$ cat src/hw/rtl/stdr_pkg.sv
// stdr_pkg: shared types and constants of the sorted tuple registry
// depends on nothing; used by stdr_cmp and sorted_tuple_dedup_registry
`default_nettype none

package stdr_pkg;

    // field widths of the stream payloads
    localparam int unsigned TYPE_W      = 3;
    localparam int unsigned VAR_W       = 16;
    localparam int unsigned VALUE_W     = 16;
    localparam int unsigned COND_ID_W   = 10;
    localparam int unsigned IN_TDATA_W  = 40;
    localparam int unsigned OUT_TDATA_W = 16;

    // bit offsets inside the input tdata
    localparam int unsigned IN_TYPE_LSB  = 0;
    localparam int unsigned IN_VAR_LSB   = 3;
    localparam int unsigned IN_VALUE_LSB = 19;

    // condition type codes whose value takes part in the key
    localparam logic [TYPE_W-1:0] COND_EQUAL     = 3'd2;
    localparam logic [TYPE_W-1:0] COND_NOT_EQUAL = 3'd3;

    // outcome of one key compare
    typedef struct packed {
        logic lt;
        logic eq;
    } t_cmp_res;

endpackage

`default_nettype wire

$ cat src/hw/rtl/stdr_cmp.sv
// stdr_cmp: shared key comparator, keys packed as {type, var, value}
// depends on stdr_pkg
`default_nettype none

module stdr_cmp #(
    parameter int unsigned WIDTH = 35
) (
    input  wire logic [WIDTH-1:0] i_a,
    input  wire logic [WIDTH-1:0] i_b,
    output stdr_pkg::t_cmp_res    o_res
);

    // type sits in the top bits, so a plain unsigned compare is lexicographic
    always_comb begin
        o_res.lt = (i_a < i_b);
        o_res.eq = (i_a == i_b);
    end

endmodule

`default_nettype wire

$ cat config.mk
export PLATFORM = sky130hd
export DESIGN_NAME = stdr_cmp
export DESIGN_NICKNAME = d
export VERILOG_FILES = /design/src/hw/rtl/stdr_pkg.sv /design/src/hw/rtl/stdr_cmp.sv
export SDC_FILE = /design/constraint.sdc
export NUM_CORES = 1
export LEC_CHECK = 0
export ABC_CLOCK_PERIOD_IN_PS = 1600
export BUFFER_PORTS_ARGS = -buffer_cell sky130_fd_sc_hd__buf_2
export CORE_UTILIZATION = 42
export DETAILED_ROUTE_END_ITERATION = 6
export PLACE_DENSITY = 0.85
export SYNTH_ARGS = -nofsm -noshare
export SYNTH_HDL_FRONTEND = slang
export SYNTH_SLANG_ARGS = --single-unit
export TNS_END_PERCENT = 20
$ cat constraint.sdc
create_clock -name vclk -period 1.6
set_input_delay 0.16 -clock vclk [all_inputs]
set_output_delay 0.16 -clock vclk [all_outputs]
set_load 0.01 [all_outputs]
==> summary.txt <==
Outcome
  • Outcome: complete, but fails checks
  • Failing checks: negative setup slack

Pwr
  • VDD IR-drop max: roughly 0.17 mV
  • Net Sw Power: a little over 0.0002 W
  • Sequential share of power: 0
  • Lkg Pwr: 0.9509 nW
  • Int Pwr: between 0.0002 and 0.00025 W
  • Comb pwr share: 1.000
  • Switching share of total power: 0.4538
  • Clock power frac: 0
  • Power Total: roughly 0.00044 W
  • PwrDens: between 200 and 300 nW/um^2

Logic synthesis
  • Post-Synth Simple-Gate Area: 0.1777
  • Most frequent cells after synthesis: 38 x inv_1, 35 x ha_1, 11 x a21oi_1
  • Mapped cell area: 922.1 sq um
  • Post-synthesis adder-cell area fraction: 0.4749
  • Count of cell types in the netlist: 22
  • Syn_nets: 230
  • Most frequent cell after synthesis: inv_1
  • Post-synthesis sequential area ratio: 0
  • XOR/XNOR Fraction of Synth Area: 0
  • Area leader, netlist: ha_1
  • Synth warn: 0
  • Dominant cells by area after synthesis: ha_1 47%, inv_1 15%, a21oi_1 6.0%, nand2_1 3.3%, nand4_1 2.7%
  • Post-Synthesis Cells: 125
  • Mux cell area share after synthesis: 0
  • Synth Area in Compound Gates: 0.1927
  • Syn avg cell area: approximately 7.4 sq um
  • Combinational family with the most area after synthesis: adder cells
  • Post-synth top area share: 0.4749

GRT
  • Vias in the first global route: 1060
  • GR Overflow Total: 0
  • First-pass GRT wire length: between 4 and 5 mm
  • Largest net degree at the start of global routing: 4
  • Initial antenna violation count: 0
  • Total GRT Usage: 0.2094

Detailed routing
  • Residual DRC: 0
  • Via count: 1194
  • DRT Pass-1 Iters: 4
  • Total wire length: between 3 and 4 mm
  • Routed vias/inst: between 5 and 6
  • Initial DRC count: 10
  • DRT antenna net count: 0
  • Drt wl/cell: ~13 um

Timing
  • Period utilization: 1.084
  • Slew Viols, Final: 0
  • Setup TNS: -0.1813 ns
  • Worst-Margin Slew: 0.2873 ns
  • Setup WS post-layout: -0.1343 ns
  • Endpoints failing setup: 2
  • WHS: a little over 0.8 ns
  • RSZ-0062 raised after global routing: true
  • Worst slew margin: 0.8070
  • F_max: about 580 MHz
  • Final min period: 1.734 ns
  • Final Hold Fails: 0

Placed design
  • Gp weighted congestion: ~0.76
  • # port buffers: 72
  • Hpwl dp: around 1.9 mm

Cells and area
  • Layout cell share with drive strength beyond 1: 0.6049
  • Reg area: 0 sq um
  • Multi-input gate area: ~1000 sq um
  • # diodes: 0
  • Num sequential: 0
  • Clock Buffer Count: 0
  • NumNets Final: between 300 and 400
  • P&R area growth vs syn: 85.75%
  • Fillcell total: roughly 130

Setup path
  • Setup crit end kind: output port
  • Type of origin of the critical path: input pin
  • Critical Path RT: approximately 1.4 ns
  • CP max stage cell: ha_1
  • Crit Path Max Fanout: 2
  • CP Class: in -> out
  • Critical-path cell list: buf_2, inv_1, ha_1, a21o_1, a21o_1, a21oi_1, o21ai_2, a211oi_2, buf_2
  • Max stage delay on crit path: 0.31 ns
  • Arr. time, crit path: between 1.5 and 2 ns

Die
  • Starting Density: 0.4561
  • Chip Height: slightly below 50 um
  • Total core area: between 2000 and 2500 sq um
  • Die footprint: about 2400 sq um
  • Row count: 16
  • Die span in x: ~50 um
  • Io pins: 72

Min path
  • Hold Crit Depth: 6
  • Hold Crit Class: in -> out

Clock network
  • Cts hold-fix bufs: 0

Job
  • Max-Cap Viols: 0
-- stage by stage --
step / util / worst slack [ns] / instances / cell area, sq um
after global placement: 0.6696 / -0.1368 / 229 / 1354
after global routing: 0.8472 / -0.1966 / 232 / 1713
after detailed placement: 0.6696 / -0.1775 / 229 / 1354
after floorplan: - / 0.1187 / 125 / 922.1
final: 0.8472 / -0.1343 / 232 / 1713
after CTS: 0.7358 / -0.1322 / 231 / 1488
-- timing repair --
item	in CTS	in global routing
gates resized for setup	20	30
endpoints found under the setup margin	2	2
pin swaps	14	18
setup buffers	2	1
-- path summary, 6_finish.rpt --
check | startpoint | end | slack [ns]
worst min-delay path | i_a[34] | o_res[1] | 0.81
worst max-delay path | i_b[32] | o_res[1] | -0.13
-- cells in the final DEF (no fill, tap or decap), types with 5 or more instances in the layout --
master   instances
buf_6           10
inv_1           31
buf_4            8
o21ai_1          5
buf_2           62
inv_2            5
a21oi_2          8
nand2_1          7
ha_4            17
ha_1            18
-- layout make-up --
class,count,area share
Tap cell,27,0.01972
Timing Repair Buffer,80,0.2820
Inverter,38,0.08619
Multi-Input combinational cell,87,0.6121
-- worst max-delay path, delay by kind of cell --
kind | cells | cell delay [ns]
adders and majority gates | 1 | 0.31
AOI/OAI and AO/OA | 5 | 0.80
buffers and inverters | 3 | 0.30
-- kinds of logic after synthesis --
kind of cell               Yosys count
and+or+nand+nor                     25
adders and majority gates           35
buffers and inverters               38
AOI/OAI and AO/OA                   27
-- power by group through the flow --
stage               logic (W)  registers (W)  clock network (W)
floorplan            0.000178              0                  0
global placement     0.000303              0                  0
detailed placement   0.000308              0                  0
CTS                  0.000346              0                  0
global route         0.000490              0                  0
finish               0.000444              0                  0
-- per-layer routing --
metal / track usage / up-vias / share of wire
met5: 0 / - / 0
met4: 0.01961 / 0 / 0.037
met3: 0.01558 / 10 / 0.056
met2: 0.4468 / 64 / 0.52
met1: 0.2228 / 530 / 0.39
li1: - / 590 / -
Note: power is estimated with default switching activity, not from simulation.
