### config.mk
export PLATFORM = sky130hd
export DESIGN_NAME = stdr_ram
export DESIGN_NICKNAME = d
export VERILOG_FILES = /design/src/hw/rtl/stdr_ram.sv
export SDC_FILE = /design/constraint.sdc
export NUM_CORES = 1
export LEC_CHECK = 0
export BUFFER_PORTS_ARGS = -buffer_cell sky130_fd_sc_hd__buf_2
export CORE_MARGIN = 10
export CORE_UTILIZATION = 30
export DETAILED_ROUTE_END_ITERATION = 8
export PLACE_DENSITY_LB_ADDON = 0.3
export SYNTH_ARGS = -nofsm -noshare
export SYNTH_HDL_FRONTEND = slang
export SYNTH_SLANG_ARGS = --single-unit
### constraint.sdc
create_clock -name i_clk -period 2 [get_ports i_clk]
set_input_delay 0.1 -clock i_clk [delete_from_list [all_inputs] [get_ports i_clk]]
set_output_delay 0.1 -clock i_clk [all_outputs]
set_load 0.02 [all_outputs]
### src/hw/rtl/stdr_ram.sv
// stdr_ram: generic single-write, single-read ram with registered read data
// depends on nothing
`default_nettype none

module stdr_ram #(
    parameter int unsigned WIDTH = 8,
    parameter int unsigned DEPTH = 16
) (
    input  wire logic                     i_clk,
    input  wire logic                     i_we,
    input  wire logic [$clog2(DEPTH)-1:0] i_waddr,
    input  wire logic [WIDTH-1:0]         i_wdata,
    input  wire logic [$clog2(DEPTH)-1:0] i_raddr,
    output      logic [WIDTH-1:0]         o_rdata
);

    logic [WIDTH-1:0] r_mem [DEPTH];

    always_ff @(posedge i_clk) begin
        if (i_we) begin
            r_mem[i_waddr] <= i_wdata;
        end
        o_rdata <= r_mem[i_raddr];
    end

endmodule

`default_nettype wire

==> run_results.csv, run 1 <==
group,metric,value,unit
run_status,status,"completed",
final_layout,finalNonFillerCells,515,
die,die_y,151.0,um
pwr,ir_drop,0.0004850,V
die,initial_core_util,30.82,%
cts,post_cts_buffers,0,
timing,fin_crit_sh,67.84,%
timing,hold_violations,0,
timing,setup_viol,0,
die,dieArea,22800,um2
drt,viasPerCell,4.660,
synth,yosysTopAreaCell,"edfxtp_1",
cts,clock_path_buffers,2,
grt,grt_pass1_wl,16.05,mm
timing,setup_tns,0,ns
cts,clockRootBuffer,"clkbuf_16",
grt,antenna_found_initial,0,
die,rows,47,
timing,fmax,737.0,MHz
setup_path,setup.worst_path.end_class,"flop",
synth,synth_nets,247,
cts,cts_inserted_buffers,17,
synth,synth_edf_count,128,
worst_hold_path,worstHoldPathType,"in2reg",
setup_path,startpoint_type,"flop",
timing,rsz0062_at_grt,"no",
placed_design,dp_cells,484,
setup_path,max_stage_delay,0.49,ns
setup_path,startpoint,"r_mem[0][3]$_DFFE_PP_",
timing,slew_headroom,52.03,%
drt,drt_pass1_iterations,4,
placed_design,place_congestion,0.7135,
cts,cts_tree,"done",
synth,syn_area,5147,um2
grt,grt.overflow.total,0,
cts,cts_hold_buf,0,
final_layout,drive_gt1_share,31.19,%
pwr,power_density,1062,nW/um2
setup_path,crit_required,2.30,ns
cts,cts_max_level,4,
timing,finalClockSkew,0.004598,ns
final_layout,area_delta_synth_final,21.07,%
run,cap_viol_max_count,0,
setup_path,cpMaxStageDelayCell,"mux4_1",
die,dieWidth,151.0,um
grt,grt_max_degree,33,
worst_hold_path,min-delay-start,"i_wdata[2]",
final_layout,antenna_cells,0,
synth,yosysMostFrequentCell,"edfxtp_1",
synth,synth_top_area_share,74.67,%
synth,yosysWarnings,0,
die,coreArea,16700,um2
synth,synth_cell_types,19,
synth,synth_cells,229,
drt,routed_wl,10.43,mm
setup_path,crit_fanout,1,
setup_path,crit_chain,"mux4_1 -> a22oi_1 -> nand2_1",
drt,avgRoutedWirePerCell,20.26,um
timing,fin_crit,1.357,ns
synth,ys_ff_latch,136,
synth,ys.flop_type,"edfxtp_1",
timing,tightest_slew,0.7168,ns
synth,synth_area_leaders,"edfxtp_1 75%, mux4_2 7.9%, mux4_1 7.1%",
drt,dr.first_iter.drc_count,133,
drt,drc,0,
setup_path,criticalPathCategory,"reg2reg",
drt,num_vias,2400,
cts,cts.sinks,136,
timing,slew_violations,0,
grt,grt_pass1_vias,2605,
placed_design,dp_hpwl,6.847,mm
grt,gr-usage-all-layers,9.878,%
synth,seq_area_frac_synth,77.78,%
pwr,total_power,0.006618,W
synth,avgSynthCellArea,22.48,um2
cts,cts.clk_slew.worst_paths,0.05,ns
setup_path,worstPathArrival,1.65,ns
final_layout,final_util,37.32,%
timing,fin_hold_ws,0.07896,ns
pwr,leakagePower,2.103,nW
die,pin_count,26,
placed_design,io_buffer_count,25,
setup_path,reg2reg_from,"r_mem[0][3]$_DFFE_PP_",
drt,antenna_left,0,
final_layout,final_nets,301,
synth,synth_common_cells,"128 x edfxtp_1, 18 x mux4_2, 16 x a22oi_1",
synth,async_flop_share,0,%
cts,clk_latency,0.41,ns
cts,post_cts_resized,0,
## cell type report
class                           instances  area, um2
Fill cell                            1533      10470
Sequential cell                       136       4004
Multi-Input combinational cell         83       1057
Clock buffer                           21      470.5
Timing Repair Buffer                   45      300.3
Tap cell                              220      275.3
Clock inverter                         10      125.1
## flip-flops by register name, summed over array words and instances, names as in the netlist
signal,count
o_rdata,8
r_mem,128
## kinds of logic after synthesis
| kind of cell | Yosys count | share of synthesized area, % |
|---|---|---|
| flops | 136 | 77.78 |
| mux | 32 | 15.02 |
| buf+inv | 10 | 1.677 |
| simple gates | 35 | 3.184 |
| compound gates | 16 | 2.334 |
## critical path, delay by kind of cell (launching register included)
family             cells  cell delay (ns)
and+or+nand+nor        1             0.08
DFF                    1             0.36
AOI/OAI and AO/OA      1             0.31
muxes                  1             0.49
## per-layer routing
metal / vias up / GRT usage, % / routed length (um)
met5: - / 0 / 0
met4: 0 / 3.898 / 105
met1: 1243 / 12.02 / 4612
li1: 1086 / - / -
met3: 11 / 4.177 / 664
met2: 60 / 15.25 / 5051
## path summary, 6_finish.rpt
| path | end | slack, ns | depth (start not counted) |
|---|---|---|---|
| max | o_rdata[3]$_DFF_P_ | 0.64 | 3 |
| min | r_mem[5][2]$_DFFE_PP_ | 0.08 | 1 |
| min reg2reg | o_rdata[0]$_DFF_P_ | 0.66 | 3 |
| max reg2reg | o_rdata[3]$_DFF_P_ | 0.64 | 3 |
## stage by stage
stage / area, um2 / setup slack, ns
after global routing: 6232 / 0.5292
after floorplan: 5147 / 0.4071
after global placement: 5637 / 0.3698
after detailed placement: 5637 / 0.3810
final: 6232 / 0.6432
after CTS: 6232 / 0.6182
## cell usage in the layout, fill, tap and decap left out, drive strengths merged
cell type	instances
clkinv	6
clkbuf	21
nor2	13
a22oi	16
nor3	4
and2b	1
nor2b	1
mux4	32
nand3b	2
dfxtp	8
and2	1
nand3	1
buf	45
nand2	9
nand2b	2
bufinv	3
edfxtp	128
or3b	1
clkinvlp	1
## report_power, final
group	total [W]	switching, W	leakage (nW)	internal (W)
registers	0.00321	0.0000179	1.22	0.00319
clock network	0.00309	0.00106	0.294	0.00203
logic	0.000317	0.000189	0.586	0.000129
total	0.00662	0.00127	2.10	0.00535
No activity file was read; power rests on OpenSTA's default activity.
==> run 2: changes to the inputs <==
Clock period 2 ns to 1.3 ns, I/O delays scaled along.
==> run_results.csv, run 2 (synthesis results as in run 1) <==
group,metric,value,unit
drt,num_vias,2479,
cts,cts_hold_buf,0,
final_layout,layout_common_cells,"128 x edfxtp_1, 25 x mux4_2, 25 x buf_2",
cts,cts.sinks,136,
cts,clockRootBuffer,"clkbuf_16",
die,pin_count,26,
grt,antenna_found_initial,0,
pwr,ir_drop,0.0008801,V
grt,gr-usage-all-layers,9.973,%
drt,dr.first_iter.drc_count,219,
cts,cts_max_level,4,
placed_design,dp_hpwl,7.166,mm
setup_path,worstPathArrival,1.58,ns
placed_design,place_congestion,0.7698,
setup_path,setup.worst_path.end_class,"flop",
cts,cts_tree,"done",
grt,grt.overflow.total,0,
cts,cts.clk_slew.worst_paths,0.06,ns
drt,antenna_left,0,
timing,setup_viol,0,
setup_path,reg2reg_setup_slack,0.007,ns
setup_path,worstSetupEndpoint,"o_rdata[5]$_DFF_P_",
pwr,power_density,1635,nW/um2
setup_path,crit_fanout,1,
drt,drc,0,
final_layout,drive_gt1_share,38.89,%
setup_path,startpoint_type,"flop",
cts,cts_inserted_buffers,17,
die,dieArea,22800,um2
setup_path,crit_required,1.59,ns
run_status,status,"completed",
placed_design,dp_cells,494,
die,coreArea,16700,um2
drt,routed_wl,10.83,mm
drt,viasPerCell,4.713,
final_layout,top_register,"r_mem",
die,rows,47,
cts,clk_latency,0.41,ns
cts,clock_path_buffers,2,
timing,fin_crit,1.293,ns
grt,grt_pass1_wl,16.10,mm
final_layout,nFillCells,1527,
final_layout,antenna_cells,0,
grt,grt_pass1_vias,2567,
setup_path,reg2reg_from,"r_mem[1][5]$_DFFE_PP_",
drt,avgRoutedWirePerCell,20.59,um
die,initial_core_util,30.82,%
placed_design,io_buffer_count,25,
setup_path,startpoint,"r_mem[1][5]$_DFFE_PP_",
cts,post_cts_buffers,0,
setup_path,reg2regPathDepth,3,
placed_design,place_ws,-0.2174,ns
final_layout,layout_commonest_cell,"edfxtp_1",
timing,slew_headroom,39.05,%
timing,finalClockSkew,0.006208,ns
grt,grt_max_degree,17,
final_layout,largest_register_ffs,128,
timing,hold_violations,0,
die,dieWidth,151.0,um
timing,rsz0062_at_grt,"yes",
final_layout,reg.largest.list,"r_mem (128), o_rdata (8)",
timing,fin_ws,0.006526,ns
final_layout,area_delta_synth_final,24.28,%
pwr,leakagePower,2.142,nW
timing,slew_violations,0,
timing,fin_crit_sh,99.50,%
final_layout,final_nets,311,
run,cap_viol_max_count,0,
setup_path,criticalPathCategory,"reg2reg",
worst_hold_path,worstHoldPathType,"in2reg",
die,die_y,151.0,um
timing,setup_tns,0,ns
drt,drt_pass1_iterations,4,
timing,fmax,773.1,MHz
timing,tightest_slew,0.9123,ns
setup_path,r2r-end,"o_rdata[5]$_DFF_P_",
final_layout,finalNonFillerCells,526,
run 2: changes by cell type in the layout (fill, tap and decap cells not counted), sizes merged:
cell      delta
buf         +10
clkbuf       -4
clkinvlp     +4
clkinv       -2
inv          +2
bufinv       +1
run 2: where the power goes:
group / switching (W) / internal [W]
combinational: 0.000305 / 0.000236
clock: 0.00177 / 0.00321
sequential: 0.0000300 / 0.00490
run 2: worst min-delay path by stage:
stage	from	end	slack, ns	cells after the start
floorplan	i_wdata[0]	r_mem[0][0]$_DFFE_PP_	0.16	0
global placement	i_wdata[7]	r_mem[10][7]$_DFFE_PP_	0.45	1
detailed placement	i_wdata[7]	r_mem[10][7]$_DFFE_PP_	0.46	1
CTS	i_wdata[7]	r_mem[14][7]$_DFFE_PP_	0.02	1
global route	i_wdata[7]	r_mem[10][7]$_DFFE_PP_	0.04	1
finish	i_wdata[7]	r_mem[10][7]$_DFFE_PP_	0.04	1
run 2: layout make-up:
cell class / count / area (um2) / share of cell area, %
clock buffer: 17 / 425.4 / 6.650
sequential: 136 / 4004 / 62.59
multi-input combinational: 83 / 1066 / 16.66
clock inverter: 15 / 201.4 / 3.149
tap: 220 / 275.3 / 4.303
timing repair buffer: 55 / 425.4 / 6.650
run 2: critical path, stage by stage, from the launching register on:
cell      delay [ns]
edfxtp_1        0.38
mux4_1          0.50
a22oi_1         0.22
nand2_1         0.07
run 2: per-layer routing:
layer	wire length [um]	GRT usage, %	vias to the layer above
met5	0	0	-
met1	4707	13.12	1289
met2	5292	15.34	87
met3	806	3.043	2
li1	-	-	1101
met4	22	3.465	0
run 2: timing repair:
item	in CTS	in global routing
setup endpoints to repair	3	7
pin swaps	3	0
resized for setup	6	7
run 2: metrics by stage:
stage | total power (W) | hold WS, ns | cell area, um2 | utilization, %
6_report | 0.01046 | 0.04166 | 6397 | 38.31
5_1_grt | 0.01081 | 0.03890 | 6397 | 38.31
4_1_cts | 0.01056 | 0.02322 | 6406 | 38.36
3_5_place_dp | 0.005562 | 0.4625 | 5767 | 34.53
3_3_place_gp | 0.005552 | 0.4503 | 5767 | 34.53
2_1_floorplan | 0.005300 | 0.1639 | 5152 | -
==> run 3: changes to the inputs <==
Settings changed: ABC_AREA set to 1.
==> run_results.csv, run 3 <==
group,metric,value,unit
final_layout,final_nets,615,
setup_path,crit_chain,"buf_2",
setup_path,cpMaxStageDelayCell,"dfxtp_1",
run,cap_viol_max_count,0,
final_layout,drive_gt1_share,13.61,%
drt,num_vias,3820,
final_layout,largest_register_ffs,128,
setup_path,worstPathArrival,1.00,ns
grt,grt_max_degree,65,
cts,cts_tree,"done",
grt,gr-usage-all-layers,11.34,%
run_status,status,"completed",
setup_path,startpoint_type,"flop",
cts,clock_path_buffers,2,
cts,post_cts_buffers,0,
setup_path,max_stage_delay,0.39,ns
synth,synth_area_leaders,"edfxtp_1 67%, nand2_1 11%, nand3_1 8.4%",
cts,clk_latency,0.42,ns
grt,grt.overflow.total,0,
worst_hold_path,whs_path_depth,3,
timing,fin_crit,1.069,ns
timing,setup_viol,0,
pwr,ir_drop,0.0009968,V
pwr,clkPwrFrac,47.4,%
synth,yosysWarnings,0,
cts,post_cts_resized,0,
worst_hold_path,min-delay-start,"i_raddr[3]",
synth,yosysTopAreaCell,"edfxtp_1",
worst_hold_path,hold_end,"o_rdata[1]$_DFF_P_",
synth,synth_cells,551,
drt,viasPerCell,4.391,
final_layout,final_area,6897,um2
die,coreArea,18830,um2
cts,cts.sinks,136,
drt,drc,0,
timing,rsz0062_at_grt,"no",
placed_design,io_buffer_count,25,
setup_path,reg2regPathDepth,6,
final_layout,reg.largest.list,"r_mem (128), o_rdata (8)",
pwr,power_density,1538,nW/um2
setup_path,critical_path.top_delay_family,"flip-flops",
cts,cts.clk_slew.worst_paths,0.06,ns
timing,fin_ws,0.2313,ns
die,initial_core_util,30.62,%
pwr,p_sw_share,21.73,%
pwr,pwr-share-comb,6.1,%
setup_path,crit_required,1.24,ns
synth,synth_top_area_share,66.65,%
cts,clockRootBuffer,"clkbuf_16",
drt,routed_wl,13.77,mm
synth,async_flop_share,0,%
pwr,p_sw,0.002305,W
timing,tightest_slew,0.4134,ns
timing,fmax,935.7,MHz
synth,ys_ff_latch,136,
placed_design,postPlaceCellArea,6271,um2
grt,antenna_found_initial,0,
final_layout,layout_commonest_cell,"nand2_1",
cts,cts_inserted_buffers,17,
setup_path,crit_fanout,1,
timing,slew_headroom,72.44,%
die,dieArea,25170,um2
drt,avgRoutedWirePerCell,15.83,um
pwr,cellInternalPower,0.008302,W
setup_path,setup.worst_path.end_class,"output pin",
die,die_y,158.6,um
die,rows,50,
placed_design,dp_cells,838,
drt,dr.first_iter.drc_count,307,
synth,synth_nets,569,
grt,grt_pass1_vias,3705,
final_layout,top_register,"r_mem",
timing,finalClockSkew,0.01027,ns
die,dieWidth,158.6,um
timing,slew_violations,0,
synth,synth_common_cells,"173 x nand2_1, 128 x edfxtp_1, 100 x inv_1",
setup_path,criticalPathCategory,"reg2out",
worst_hold_path,worstHoldPathType,"in2reg",
synth,seq_area_frac_synth,69.43,%
setup_path,crit_buf_inv,1,
final_layout,area_delta_synth_final,19.59,%
timing,setup_tns,0,ns
setup_path,reg2reg_from,"r_mem[9][6]$_DFFE_PP_",
grt,grt_pass1_wl,21.32,mm
cts,cts_max_level,4,
placed_design,place_ws,0.1164,ns
final_layout,finalNonFillerCells,870,
final_layout,antenna_cells,0,
synth,ys.flop_type,"edfxtp_1",
timing,hold_violations,0,
pwr,leakagePower,2.958,nW
drt,antenna_left,0,
setup_path,reg2reg_setup_slack,0.24,ns
timing,fin_crit_sh,82.21,%
synth,yosysMostFrequentCell,"nand2_1",
cts,cts_hold_buf,0,
synth,synth_edf_count,128,
pwr,p_seq_share,46.5,%
setup_path,r2r-end,"o_rdata[6]$_DFF_P_",
synth,synth_cell_types,12,
synth,avgSynthCellArea,10.47,um2
die,pin_count,26,
drt,drt_pass1_iterations,5,
placed_design,dp_hpwl,8.795,mm
synth,syn_area,5767,um2
final_layout,layout_common_cells,"173 x nand2_1, 128 x edfxtp_1, 100 x inv_1",
placed_design,place_congestion,0.7778,
-- run 3: changes by cell type after synthesis, sizes merged, moves of 2 or more --
cell           change
inv              +102
clkdlybuf4s25      -3
nand2b             -2
nand2            +164
a22oi             -16
buf               +17
nor2               +4
nand3             +96
nor3               -4
mux4              -32
-- run 3: worst max-delay path by stage --
stage,from,endpoint,slack (ns),depth (start not counted)
after global routing,r_mem[8][6]$_DFFE_PP_,o_rdata[6]$_DFF_P_,0.18,6
after CTS,o_rdata[1]$_DFF_P_,o_rdata[1],0.20,1
after detailed placement,i_raddr[0],o_rdata[6]$_DFF_P_,0.12,7
final,o_rdata[1]$_DFF_P_,o_rdata[1],0.23,1
after floorplan,i_waddr[2],r_mem[10][0]$_DFFE_PP_,0.28,2
after global placement,i_raddr[0],o_rdata[3]$_DFF_P_,0.15,8
-- run 3: final cells by class --
class / instances / area (um2)
clock inverters: 15 / 200.2
inverters: 102 / 382.9
multi-input cells: 289 / 1214
clock buffers: 17 / 425.4
well taps: 260 / 325.3
fillers: 1830 / 11930
flip-flops and latches: 136 / 4004
repair buffers: 51 / 345.3
-- run 3: logic make-up after synthesis --
| kind of cell | synth area share, % |
|---|---|
| buf+inv | 9.525 |
| flops | 69.43 |
| simple gates | 21.05 |
-- run 3: stage by stage --
| step | hold WS (ns) | utilization, % | total power, W |
|---|---|---|---|
| floorplan | 0.1639 | - | 0.005398 |
| global placement | 0.4582 | 33.30 | 0.005677 |
| detailed placement | 0.4552 | 33.30 | 0.005685 |
| CTS | 0.01070 | 36.62 | 0.01070 |
| global route | 0.02468 | 36.62 | 0.01098 |
| finish | 0.03039 | 36.62 | 0.01061 |
-- run 3: power groups by stage --
stage	Combinational, W	Clock, W	Sequential, W
after floorplan	0.000346	0	0.00505
after global placement	0.000649	0	0.00503
after detailed placement	0.000656	0	0.00503
after CTS	0.000658	0.00510	0.00494
after global routing	0.000719	0.00532	0.00494
final	0.000647	0.00502	0.00494
-- run 3: per-layer routing --
metal	GRT usage [%]	routed length, um	up-vias
met1	14.89	6326	1826
met3	2.509	623	13
met2	17.89	6602	117
met5	0	0	-
li1	-	-	1864
met4	4.323	216	0
